===== src/rtl/tdvt_pkg.sv =====
// ============================================================================
// tdvt_pkg : shared types and helpers for the deletable voxel test
// Direction codes, the mask term bundle and neighbourhood lookup functions.
// ============================================================================
`default_nettype none

package tdvt_pkg;

    localparam int NbhW  = 27;
    localparam int ModeW = 3;
    localparam int CntW  = 4;
    localparam int CenterBit = 13;

    typedef logic [NbhW-1:0] t_nbh;

    typedef enum logic [ModeW-1:0] {
        MODE_UP    = 3'd0,
        MODE_DOWN  = 3'd1,
        MODE_WEST  = 3'd2,
        MODE_EAST  = 3'd3,
        MODE_NORTH = 3'd4,
        MODE_SOUTH = 3'd5
    } t_mode;

    // Partial mask results handed from the match stage to the decision stage.
    typedef struct packed {
        logic empty9;
        logic empty8;
        logic ge6;
        logic ge4;
        logic bot;
        logic m1;
        logic m56;
        logic m4;
        logic m2;
        logic m3;
    } t_terms;

    function automatic logic vb(input t_nbh n, input int x, input int y, input int z);
        return n[x + 3*y + 9*z];
    endfunction

    // Side positions in the x/z plane, used by M2 and M5.
    function automatic int side_x(input int i);
        case (i)
            0: return 0;
            1: return 2;
            default: return 1;
        endcase
    endfunction

    function automatic int side_z(input int i);
        case (i)
            2: return 0;
            3: return 2;
            default: return 1;
        endcase
    endfunction

endpackage

`default_nettype wire


===== src/rtl/tdvt_decide.sv =====
// ============================================================================
// tdvt_decide : last pipeline stage
// Applies the empty-plane tests to the mask terms and registers the answer
// in the output register.
// ============================================================================
`default_nettype none

module tdvt_decide (
    input  wire logic             i_clk,
    input  wire logic             i_rst_n,
    input  wire logic             i_valid,
    output logic                  o_ready,
    input  wire tdvt_pkg::t_terms i_terms,
    output logic                  o_valid,
    input  wire logic             i_ready,
    output logic                  o_deletable
);

    logic r_valid;
    logic r_del;
    logic n_del;

    // M1 only counts when the bottom centre is set; otherwise M6 and M5 apply.
    always_comb begin
        n_del = (i_terms.empty9 && (i_terms.bot ? i_terms.m1 : i_terms.m56))
             || (i_terms.bot && ((i_terms.empty8 && i_terms.m4)
                              || (i_terms.ge6 && i_terms.m2)
                              || (i_terms.ge4 && i_terms.m3)));
    end

    assign o_ready = !r_valid || i_ready;

    always_ff @(posedge i_clk) begin
        if (!i_rst_n) begin
            r_valid <= 1'b0;
        end else if (o_ready) begin
            r_valid <= i_valid;
        end
    end

    always_ff @(posedge i_clk) begin
        if (o_ready && i_valid) begin
            r_del <= n_del;
        end
    end

    assign o_valid     = r_valid;
    assign o_deletable = r_del;

endmodule

`default_nettype wire


===== config.mk =====
export PLATFORM = sky130hd
export DESIGN_NAME = tdvt_decide
export DESIGN_NICKNAME = d
export VERILOG_FILES = /design/src/rtl/tdvt_pkg.sv /design/src/rtl/tdvt_decide.sv
export SDC_FILE = /design/constraint.sdc
export NUM_CORES = 1
export LEC_CHECK = 0
export ABC_AREA = 1
export BUFFER_PORTS_ARGS = -buffer_cell sky130_fd_sc_hd__buf_4
export CORE_AREA = 2 2 39 41
export DETAILED_ROUTE_END_ITERATION = 8
export DIE_AREA = 0 0 41 43
export PLACE_DENSITY = 0.43
export SLEW_MARGIN = 0
export SYNTH_ARGS = -nofsm -noshare
export SYNTH_HDL_FRONTEND = slang
export SYNTH_SLANG_ARGS = --single-unit

===== constraint.sdc =====
create_clock -name i_clk -period 0.8 [get_ports i_clk]
set_input_delay 0.08 -clock i_clk [delete_from_list [all_inputs] [get_ports i_clk]]
set_output_delay 0.08 -clock i_clk [all_outputs]
set_load 0.02 [all_outputs]

==> summary.txt <==
Status
  • Result of the run: finished with violations
  • Failing checks: setup timing

Timing
  • PnR worst setup slack: -18.4 ps
  • Unrepaired setup endpoints after global routing: true
  • Share of the clock period used by the worst path after layout: 102%
  • Highest Clock Rate: approximately 1200 MHz
  • Post-layout minimum cycle time: between 800 and 900 ps
  • Slew @ Worst Pin: approximately 150 ps
  • Hold Vio Cnt, Final: 0
  • Final setup violating endpoints: 2
  • Max Slew Vio Count: 0
  • Relative slew slack: between 90% and 100%
  • Worst Hold Margin: 101 ps
  • Clock Skews: between 7 and 8 ps

Route
  • Post-detailed-routing wire length: around 340 µm
  • Post-route antenna net violation count: 0
  • Avg WL per Cell: slightly above 6 µm
  • Vias post-DR: around 180
  • Number of DRC markers in iteration 0: 0
  • Post-DR vias/cell: approximately 3.3
  • Length of the first detailed-routing pass in iterations: 1
  • DRC violations left: 0

Run
  • Count of maximum capacitance violations: 0

Logic synthesis
  • Combinational family with the most area after synthesis: simple AND/OR/NAND/NOR gates
  • Post-synth EDFFs: 1
  • Proportion of synthesized area in mux cells: 0%
  • Simple logic cell fraction of the synthesized area: between 30% and 40%
  • Cell types with the highest counts after synthesis: sky130_fd_sc_hd__nand2_1, sky130_fd_sc_hd__inv_1
  • Post-synthesis register bit count: 2
  • Count of different cell masters after synthesis: 7
  • Most numerous cell in the Yosys netlist: sky130_fd_sc_hd__nand2_1
  • Post-synth top area cell: sky130_fd_sc_hd__nand2_1
  • Portion of the post-synthesis area used by sequential elements: between 40% and 50%
  • Number of nets in the synthesized netlist: 32
  • Main flop type after synthesis: sky130_fd_sc_hd__edfxtp_1
  • Area contributors post-synth: sky130_fd_sc_hd__nand2_1, sky130_fd_sc_hd__edfxtp_1, sky130_fd_sc_hd__dfxtp_1
  • Synthesis warning total: 0
  • Post-synth top area share: between 30% and 40%
  • Adder and majority gate portion of the synthesized area: 0%
  • Mapped cell area: 116 µm²
  • Synthesized-area fraction occupied by ao, oa, aoi and oai cells: 10.8%
  • Cells after synthesis: 18
  • Xor/xnor cell area share of the yosys netlist: 0%
  • Proportion of register bits with asynchronous set or reset after synthesis: 0%
  • Syn_area_per_cell: around 6.5 µm²

Die
  • Effective utilization at floorplan: ~8.4%
  • Horizontal die dimension: a little over 40 µm
  • Core area: approximately 1400 µm²
  • Number of placement rows: 14
  • Chip height: between 40 and 50 µm
  • Die ar.: between 1500 and 2000 µm²
  • Boundary Pins: 17

Critical path
  • Cell family with most CP delay: flip-flops
  • CP Launch Type: flip-flop
  • Critical path peak fanout: 1
  • Capturing element type of the critical path: output pin
  • Critical Path AT: roughly 740 ps
  • Slowest cell on the critical path: sky130_fd_sc_hd__edfxtp_1
  • Crit Path Category: reg -> out
  • Slowest Stage Delay on Critical Path: 370 ps
  • Required time of the worst setup path: between 700 and 800 ps
  • Worst path bufs/invs: 1
  • Critical path, cell by cell: buf_6

CTS
  • Clock slew at the register clock pins of the worst setup and hold paths: ~30 ps
  • CTS buffer count: 3
  • CTS tree: built
  • Cell at the root of the clock tree: sky130_fd_sc_hd__clkbuf_4
  • Buffers from clock root to sink, at most: 2
  • Sink count of the clock tree: 2
  • CTS H-tree lvls: 1
  • Post-CTS Hold Buffers: 0
  • Worst-Skew Late Latency: around 230 ps

Placed design
  • Detail Placement HPWL: 296 µm
  • Cell total after placement: 50
  • Final weighted congestion in routability-driven placement: 0.601
  • # port buffers: 16

Layout
  • Filler cell count: between 150 and 200
  • Antenna Cells: 0
  • Nets@finish: 54
  • Fraction of layout cells with a size suffix above 1: ~56%
  • Area growth, synth to finish: 159%
  • Number of non-filler instances in the completed layout: 55

Pwr
  • Leakage power summed over all cells: roughly 0.17 nW
  • Ratio of total power to cell area: 1590 nW/µm²
  • Max rail drop VDD: 0.390 mV

Global route
  • Via count of the first global-routing pass: approximately 160
  • Grt ovf: 0
  • Antenna violations before repair: 0
  • First-pass GRT wire length: ~500 µm
  • Largest net degree at the start of global routing: 4
  • Global-route total usage across every layer: roughly 5.2%

Min path
  • Class of the most critical hold timing path: in -> reg
final cells by class:
type                    instances  area, µm²  share of cell area, %
repair buffers                 17        135                   44.8
multi-input cells              13       57.6                   19.1
flip-flops and latches          2       51.3                   17.0
clock buffers                   4       26.3                   8.71
well taps                      16       20.0                   6.64
inverters                       3       11.3                   3.73
path summary, 6_finish.rpt:
path	depth (start not counted)	from	end	slack, ps
setup reg to reg	1	o_valid$_SDFFE_PN0P_	o_deletable$_DFFE_PP_	30
hold reg to reg	1	o_valid$_SDFFE_PN0P_	o_deletable$_DFFE_PP_	570
hold / removal	2	i_rst_n	o_valid$_SDFFE_PN0P_	100
setup / recovery	1	o_deletable$_DFFE_PP_	o_deletable	-20
registers in the layout, summed over array words and instances (netlist names):
name	cells
o_valid	1
o_deletable	1
per-layer routing:
metal,up-vias,share of wire [%],GRT usage (%)
met2,14,47,5.31
met1,71,38,4.47
met3,0,15,1.57
li1,97,-,-
met5,-,0,0
met4,0,0,12.0
cell families after synthesis:
| kind of cell | after synthesis |
|---|---|
| simple gates | 11 |
| buf+inv | 3 |
| flops | 2 |
| compound gates | 2 |
through the flow:
step | utilization (%) | worst slack (ps) | setup TNS (ps) | total power (W) | area, µm²
3_5_place_dp | 18.8 | 6.13 | 0 | 0.000226 | 260
3_3_place_gp | 18.8 | 39.6 | 0 | 0.000225 | 260
6_report | 21.8 | -18.4 | -33.6 | 0.000480 | 302
4_1_cts | 21.2 | -39.1 | -76.8 | 0.000498 | 294
2_1_floorplan | - | 3.32 | 0 | 0.000159 | 120
5_1_grt | 21.8 | -56.2 | -124 | 0.000521 | 302
repair_timing:
action	in CTS	in global routing
setup endpoints to repair	2	4
pin swaps	1	0
buffers inserted	0	1
resized for setup	2	0
where the power goes:
group / internal, W / switching (W)
Clock: 0.000186 / 0.0000635
Combinational: 0.0000690 / 0.0000395
Sequential: 0.000118 / 0.00000444
Total: 0.000373 / 0.000107
cell usage in the layout, fill, tap and decap left out:
master                     count
sky130_fd_sc_hd__a21boi_1      1
sky130_fd_sc_hd__a21oi_1       1
sky130_fd_sc_hd__buf_4        15
sky130_fd_sc_hd__buf_6         2
sky130_fd_sc_hd__clkbuf_1      1
sky130_fd_sc_hd__clkbuf_4      3
sky130_fd_sc_hd__dfxtp_2       1
sky130_fd_sc_hd__edfxtp_1      1
sky130_fd_sc_hd__inv_1         3
sky130_fd_sc_hd__nand2_1       9
sky130_fd_sc_hd__nand2_2       1
sky130_fd_sc_hd__nand3_1       1
Note: power is estimated with default switching activity, not from simulation.
