==> src/rtl/tdvt_pkg.sv <==
// ============================================================================
// tdvt_pkg : shared types and helpers for the deletable voxel test
// Direction codes, the mask term bundle and neighbourhood lookup functions.
// ============================================================================
`default_nettype none

package tdvt_pkg;

    localparam int NbhW  = 27;
    localparam int ModeW = 3;
    localparam int CntW  = 4;
    localparam int CenterBit = 13;

    typedef logic [NbhW-1:0] t_nbh;

    typedef enum logic [ModeW-1:0] {
        MODE_UP    = 3'd0,
        MODE_DOWN  = 3'd1,
        MODE_WEST  = 3'd2,
        MODE_EAST  = 3'd3,
        MODE_NORTH = 3'd4,
        MODE_SOUTH = 3'd5
    } t_mode;

    // Partial mask results handed from the match stage to the decision stage.
    typedef struct packed {
        logic empty9;
        logic empty8;
        logic ge6;
        logic ge4;
        logic bot;
        logic m1;
        logic m56;
        logic m4;
        logic m2;
        logic m3;
    } t_terms;

    function automatic logic vb(input t_nbh n, input int x, input int y, input int z);
        return n[x + 3*y + 9*z];
    endfunction

    // Side positions in the x/z plane, used by M2 and M5.
    function automatic int side_x(input int i);
        case (i)
            0: return 0;
            1: return 2;
            default: return 1;
        endcase
    endfunction

    function automatic int side_z(input int i);
        case (i)
            2: return 0;
            3: return 2;
            default: return 1;
        endcase
    endfunction

endpackage

`default_nettype wire

==> src/rtl/tdvt_masks.sv <==
// ============================================================================
// tdvt_masks : second pipeline stage
// Counts the empty voxels of the top plane and matches masks M1 to M6 on the
// upright neighbourhood; the partial results are registered as one bundle.
// ============================================================================
`default_nettype none

module tdvt_masks (
    input  wire logic           i_clk,
    input  wire logic           i_rst_n,
    input  wire logic           i_valid,
    output logic                o_ready,
    input  wire tdvt_pkg::t_nbh i_nbh,
    output logic                o_valid,
    input  wire logic           i_ready,
    output tdvt_pkg::t_terms    o_terms
);

    logic                      r_valid;
    tdvt_pkg::t_terms          r_terms;
    tdvt_pkg::t_terms          n_terms;
    logic [tdvt_pkg::CntW-1:0] w_empty;

    function automatic logic match_m6(input tdvt_pkg::t_nbh n);
        logic hit;
        hit = 1'b0;
        if (tdvt_pkg::vb(n,1,0,2)) begin
            if (tdvt_pkg::vb(n,0,0,1))
                hit = !tdvt_pkg::vb(n,2,0,0) && !tdvt_pkg::vb(n,2,0,1)
                   && !tdvt_pkg::vb(n,1,0,0) && !tdvt_pkg::vb(n,2,1,0)
                   && !tdvt_pkg::vb(n,2,1,1) && !tdvt_pkg::vb(n,1,1,0);
            else if (tdvt_pkg::vb(n,2,0,1))
                hit = !tdvt_pkg::vb(n,0,0,0) && !tdvt_pkg::vb(n,0,0,1)
                   && !tdvt_pkg::vb(n,1,0,0) && !tdvt_pkg::vb(n,0,1,0)
                   && !tdvt_pkg::vb(n,0,1,1) && !tdvt_pkg::vb(n,1,1,0);
        end else if (tdvt_pkg::vb(n,1,0,0)) begin
            if (tdvt_pkg::vb(n,0,0,1))
                hit = !tdvt_pkg::vb(n,2,0,2) && !tdvt_pkg::vb(n,2,0,1)
                   && !tdvt_pkg::vb(n,1,0,2) && !tdvt_pkg::vb(n,2,1,2)
                   && !tdvt_pkg::vb(n,2,1,1) && !tdvt_pkg::vb(n,1,1,2);
            else if (tdvt_pkg::vb(n,2,0,1))
                hit = !tdvt_pkg::vb(n,0,0,2) && !tdvt_pkg::vb(n,0,0,1)
                   && !tdvt_pkg::vb(n,1,0,2) && !tdvt_pkg::vb(n,0,1,2)
                   && !tdvt_pkg::vb(n,0,1,1) && !tdvt_pkg::vb(n,1,1,2);
        end
        return hit;
    endfunction

    function automatic logic match_m5(input tdvt_pkg::t_nbh n);
        logic hit;
        int   ix, iz, ox, oz;
        hit = 1'b0;
        for (int i = 0; i < 4; i++) begin
            ix = tdvt_pkg::side_x(i);
            iz = tdvt_pkg::side_z(i);
            ox = 2 - ix;
            oz = 2 - iz;
            if (tdvt_pkg::vb(n,ix,0,iz)) begin
                if (ix == 1) begin
                    if (!tdvt_pkg::vb(n,0,0,oz) && !tdvt_pkg::vb(n,1,0,oz)
                        && !tdvt_pkg::vb(n,2,0,oz) && !tdvt_pkg::vb(n,0,1,oz)
                        && !tdvt_pkg::vb(n,1,1,oz) && !tdvt_pkg::vb(n,2,1,oz)
                        && (tdvt_pkg::vb(n,0,1,iz) || tdvt_pkg::vb(n,1,1,iz)
                        || tdvt_pkg::vb(n,2,1,iz) || tdvt_pkg::vb(n,0,1,1)
                        || tdvt_pkg::vb(n,2,1,1) || tdvt_pkg::vb(n,0,0,iz)
                        || tdvt_pkg::vb(n,0,0,1) || tdvt_pkg::vb(n,2,0,iz)
                        || tdvt_pkg::vb(n,2,0,1)))
                        hit = 1'b1;
                end else begin
                    if (!tdvt_pkg::vb(n,ox,0,0) && !tdvt_pkg::vb(n,ox,0,1)
                        && !tdvt_pkg::vb(n,ox,0,2) && !tdvt_pkg::vb(n,ox,1,0)
                        && !tdvt_pkg::vb(n,ox,1,1) && !tdvt_pkg::vb(n,ox,1,2)
                        && (tdvt_pkg::vb(n,ix,1,0) || tdvt_pkg::vb(n,ix,1,1)
                        || tdvt_pkg::vb(n,ix,1,2) || tdvt_pkg::vb(n,1,1,0)
                        || tdvt_pkg::vb(n,1,1,2) || tdvt_pkg::vb(n,ix,0,0)
                        || tdvt_pkg::vb(n,1,0,0) || tdvt_pkg::vb(n,ix,0,2)
                        || tdvt_pkg::vb(n,1,0,2)))
                        hit = 1'b1;
                end
            end
        end
        return hit;
    endfunction

    function automatic logic match_m1(input tdvt_pkg::t_nbh n);
        logic hit;
        hit = 1'b0;
        for (int x = 0; x < 3; x++)
            for (int j = 0; j < 2; j++)
                for (int z = 0; z < 3; z++)
                    if ((x != 1 || z != 1) && tdvt_pkg::vb(n,x,j,z))
                        hit = 1'b1;
        return hit;
    endfunction

    function automatic logic match_m4(input tdvt_pkg::t_nbh n);
        logic hit;
        hit = 1'b0;
        for (int i = 0; i <= 2; i += 2)
            for (int k = 0; k <= 2; k += 2)
                if (tdvt_pkg::vb(n,i,2,k) && tdvt_pkg::vb(n,i,1,k))
                    hit = 1'b1;
        return hit;
    endfunction

    function automatic logic match_m2(input tdvt_pkg::t_nbh n);
        logic hit;
        int   ix, iz, ox, oz;
        hit = 1'b0;
        for (int i = 0; i < 4; i++) begin
            ix = tdvt_pkg::side_x(i);
            iz = tdvt_pkg::side_z(i);
            ox = 2 - ix;
            oz = 2 - iz;
            if (tdvt_pkg::vb(n,ix,1,iz)) begin
                if (ix == 1) begin
                    if (!tdvt_pkg::vb(n,0,2,oz) && !tdvt_pkg::vb(n,1,2,oz)
                        && !tdvt_pkg::vb(n,2,2,oz) && !tdvt_pkg::vb(n,0,2,1)
                        && !tdvt_pkg::vb(n,1,2,1) && !tdvt_pkg::vb(n,2,2,1))
                        hit = 1'b1;
                end else begin
                    if (!tdvt_pkg::vb(n,ox,2,0) && !tdvt_pkg::vb(n,ox,2,1)
                        && !tdvt_pkg::vb(n,ox,2,2) && !tdvt_pkg::vb(n,1,2,0)
                        && !tdvt_pkg::vb(n,1,2,1) && !tdvt_pkg::vb(n,1,2,2))
                        hit = 1'b1;
                end
            end
        end
        return hit;
    endfunction

    function automatic logic match_m3(input tdvt_pkg::t_nbh n);
        logic hit;
        hit = 1'b0;
        if (!tdvt_pkg::vb(n,1,2,1)) begin
            if (tdvt_pkg::vb(n,1,1,2)) begin
                if (tdvt_pkg::vb(n,0,1,1))
                    hit = !tdvt_pkg::vb(n,2,2,0) && !tdvt_pkg::vb(n,2,2,1)
                       && !tdvt_pkg::vb(n,1,2,0);
                else if (tdvt_pkg::vb(n,2,1,1))
                    hit = !tdvt_pkg::vb(n,0,2,0) && !tdvt_pkg::vb(n,0,2,1)
                       && !tdvt_pkg::vb(n,1,2,0);
            end else if (tdvt_pkg::vb(n,1,1,0)) begin
                if (tdvt_pkg::vb(n,0,1,1))
                    hit = !tdvt_pkg::vb(n,2,2,2) && !tdvt_pkg::vb(n,2,2,1)
                       && !tdvt_pkg::vb(n,1,2,2);
                else if (tdvt_pkg::vb(n,2,1,1))
                    hit = !tdvt_pkg::vb(n,0,2,2) && !tdvt_pkg::vb(n,0,2,1)
                       && !tdvt_pkg::vb(n,1,2,2);
            end
        end
        return hit;
    endfunction

    always_comb begin
        w_empty = '0;
        for (int x = 0; x < 3; x++)
            for (int z = 0; z < 3; z++)
                if (!tdvt_pkg::vb(i_nbh, x, 2, z))
                    w_empty = w_empty + 4'd1;
    end

    always_comb begin
        n_terms.empty9 = (w_empty == 4'd9);
        n_terms.empty8 = (w_empty == 4'd8);
        n_terms.ge6    = (w_empty >= 4'd6);
        n_terms.ge4    = (w_empty >= 4'd4);
        n_terms.bot    = tdvt_pkg::vb(i_nbh, 1, 0, 1);
        n_terms.m1     = match_m1(i_nbh);
        n_terms.m56    = match_m6(i_nbh) || match_m5(i_nbh);
        n_terms.m4     = match_m4(i_nbh);
        n_terms.m2     = match_m2(i_nbh);
        n_terms.m3     = match_m3(i_nbh);
    end

    assign o_ready = !r_valid || i_ready;

    always_ff @(posedge i_clk) begin
        if (!i_rst_n) begin
            r_valid <= 1'b0;
        end else if (o_ready) begin
            r_valid <= i_valid;
        end
    end

    always_ff @(posedge i_clk) begin
        if (o_ready && i_valid) begin
            r_terms <= n_terms;
        end
    end

    assign o_valid = r_valid;
    assign o_terms = r_terms;

endmodule

`default_nettype wire

==> config.mk <==
export PLATFORM = sky130hd
export DESIGN_NAME = tdvt_masks
export DESIGN_NICKNAME = d
export VERILOG_FILES = /design/src/rtl/tdvt_pkg.sv /design/src/rtl/tdvt_masks.sv
export SDC_FILE = /design/constraint.sdc
export NUM_CORES = 1
export LEC_CHECK = 0
export BUFFER_PORTS_ARGS = -buffer_cell sky130_fd_sc_hd__buf_2
export CAP_MARGIN = 25
export CORE_ASPECT_RATIO = 1.2
export CORE_MARGIN = 4
export CORE_UTILIZATION = 46
export DETAILED_ROUTE_END_ITERATION = 7
export PLACE_DENSITY_LB_ADDON = 0.12
export SLEW_MARGIN = 25
export SYNTH_ARGS = -nofsm -noshare
export SYNTH_HDL_FRONTEND = slang
export SYNTH_SLANG_ARGS = --single-unit
==> constraint.sdc <==
create_clock -name i_clk -period 4.6 [get_ports i_clk]
set_input_delay 0.69 -clock i_clk [delete_from_list [all_inputs] [get_ports i_clk]]
set_output_delay 0.69 -clock i_clk [all_outputs]
set_load 0.01 [all_outputs]
==> impl_results.md <==
* RR Endpoint: o_terms[4]
* Final Instance Area at 2066 sq um
* FF-to-FF setup slack at 3.45 ns
* Met2 wire len at 2009 um
* Leakage at 0.8427 nW
* Antenna diode count at 0
* Worst slew margin at 60.79%
* Synth warn at 0
* Slew of the pin with the lowest slew margin at 0.5840 ns
* Routed vias at 1,441
* Initial antenna violation count at 0
* Cts-stage hold buffer count at 0
* Post-synthesis cell count at 157
* Hold_sp: o_valid
* Clk buf depth at 2
* Grt ovf at 0
* First-pass GRT wire length at 5540 um
* Setup CP Type: in2reg
* FF+latch count, synth at 11
* Placed inst area at 1859 sq um
* Max-Cap Viols at 0
* Initial drt markers at 52
* Post-route ant nets at 0
* GP Congestion at 0.8934
* Synth area leaders: edfxtp_1 (23%), xnor2_1 (8.6%), ha_1 (7.5%)
* Post-Route Utilization at 74.17%
* CTS Buf Count at 3
* Hold Crit Depth at 2
* Final period util at 98.22%
* Largest fanout on the critical path at 3
* Fin. Hold Viols at 0
* Clock Skews at 0.002582 ns
* Average wire per standard cell at 14.33 um
* Die width at 57.02 um
* # port buffers at 41
* Peak VDD IR at 0.2356 mV
* Die area at 3810 sq um
* Crit path arrival time at 4.53 ns
* Final-report max-slew violation count at 0
* Largest net degree at the start of global routing at 11
* Pwr/cell area at 332.6 nW/um^2
* Cells on worst reg2reg path at 2
* CP startpoint: i_nbh[6]
* Commonest non-fill, non-tap cell in the layout: buf_2
* Die span in y at 66.82 um
* Share of cells above drive strength 1 at 49.10%
* Max Freq at 0.2213 GHz
* HP Class: reg2reg
* Final setup violating endpoints at 0
* Worst Hold End: o_valid
* WL met1 at 1375 um
* Total Routing Usage GR at 17.89%
* Final wirelength at 3669 um
* Fin crit period at 4.518 ns
* Status: completed
* Avg Cell Area, Syn at 8.448 sq um
* Met3 routed WL at 212 um
* Clk sinks at 11
* Site Rows at 21
* CTS tree: done
* Final nets at 262
* Synthesis-to-finish area growth at 55.75%
* Leading area contributor after synthesis: edfxtp_1
* Root buffer cell: clkbuf_4
* Vias in the first global route at 1,380
* Clock-pin slew on the worst setup and hold paths at 0.07 ns
* Total power at 0.6871 mW
* Setup crit end kind: register
* Register area share after synthesis at 24.15%
* Starting density of the core at 47.62%
* DR pass1 iterations at 4
* RSZ-0062 raised after global routing: yes
* Startpoint Class: input pin
* DRC viols at 0
* I/O pins at 43
* Synth Cell Area at 1326 sq um
* Yosys cell types at 42
* H-tree levels at 1
* Number of fill cells at 196
* Critical Path RT at 4.61 ns
* Critical R2R Launch: o_valid
* Clk Latency, worst-skew pair at 0.27 ns
* Post-DP HPWL at 2737 um
* Synth Net Count at 196
* Most frequent cells in the layout: buf_2 (39), buf_4 (24), nor2_1 (11)
* Highest metal used: met4
* Drt via density at 5.629
* Placeable Area at 2785 sq um
* Post-synth top area share at 22.64%
critical path: stages:
cell and delay [ns]:
buf_12 0.10, inv_12 0.03, ha_4 0.14, nand2b_4 0.13, and2_4 0.14, ha_4 0.21, nor2b_4 0.13, a31oi_4 0.16
inv_2 0.06, ha_4 0.22, nor2_4 0.11, a21oi_2 0.04, ha_1 0.29, nor2_2 0.03, a21o_1 0.17, a21o_1 0.18
inv_2 0.07, ha_4 0.20, nand2_4 0.09, o21ai_4 0.07, ha_4 0.23, nor2_4 0.08, a21oi_2 0.03, a31o_2 0.25
buf_6 0.13, a41oi_4 0.17, xor2_2 0.23, o21ai_1 0.13
cell type report:
cell class,instances,area [sq um],share of cell area [%]
Tap cell,34,42.54,2.059
Timing Repair Buffer,67,441.7,21.38
Sequential cell,11,320.3,15.51
Clock buffer,4,26.28,1.272
Inverter,12,62.56,3.028
Multi-Input combinational cell,128,1172,56.75
registers in the layout, summed over array words and instances (netlist names):
| register | count |
|---|---|
| o_terms | 10 |
| o_valid | 1 |
per-stage QoR:
step	hold slack (ns)	setup TNS [ns]	std cells	setup WS (ns)
CTS	0.5627	0	251	0.02159
detailed placement	0.5508	-1.870	247	-0.4878
floorplan	0.6096	-0.2110	157	-0.06412
global placement	0.5029	-1.423	247	-0.3718
finish	0.5498	0	256	0.08169
global route	0.5916	-0.1429	256	-0.05650
power breakdown:
| group | internal [mW] | switching (mW) |
|---|---|---|
| Combinational | 0.253 | 0.234 |
| Clock | 0.0336 | 0.0315 |
| Sequential | 0.131 | 0.00391 |
per-layer routing:
metal  GRT usage [%]  vias to the layer above
met5               0                        -
met4           7.536                        0
met3           1.550                        9
met2           35.43                       57
met1           18.91                      669
li1                -                      706
cell usage after synthesis (all sizes together):
library cell  number
and3b              1
a31o               1
clkbuf             3
or4                2
o32ai              1
nor3b              3
a21boi             2
nand4b             2
dfxtp              1
ha                 8
a21o               2
nor2              14
o21ai              6
and2               3
nand2b             5
buf                3
xor2               6
nor2b              7
a31oi              1
edfxtp            10
o311ai             2
a22oi              2
a32oi              3
a41oi              3
inv               12
xnor2             13
a21oi              5
nand2             10
a2111o             1
nor3               4
nor4               6
a211oi             2
nand3              8
mux2i              1
or3                1
o311a              1
xnor3              2
worst max-delay path by stage:
stage                       to  slack [ns]
finish              o_terms[7]        0.08
global route        o_terms[7]       -0.06
CTS                 o_terms[8]        0.02
detailed placement  o_terms[8]       -0.49
global placement    o_terms[8]       -0.37
floorplan           o_terms[7]       -0.06
logic make-up after synthesis:
family / count (synthesis) / synth area share [%]
AOI/OAI and AO/OA: 32 / 18.30
and+or+nand+nor: 66 / 26.98
buffers and inverters: 18 / 5.566
DFF: 11 / 24.15
muxes: 1 / 0.7547
xor gates and xnor gates: 21 / 16.70
adders and majority gates: 8 / 7.547
timing repair:
action	4_1_cts	5_1_grt
gates resized for setup	9	19
pin swaps	2	10
setup buffers	0	5
setup endpoints to repair	4	4
Power figures use the tool's default switching activity.
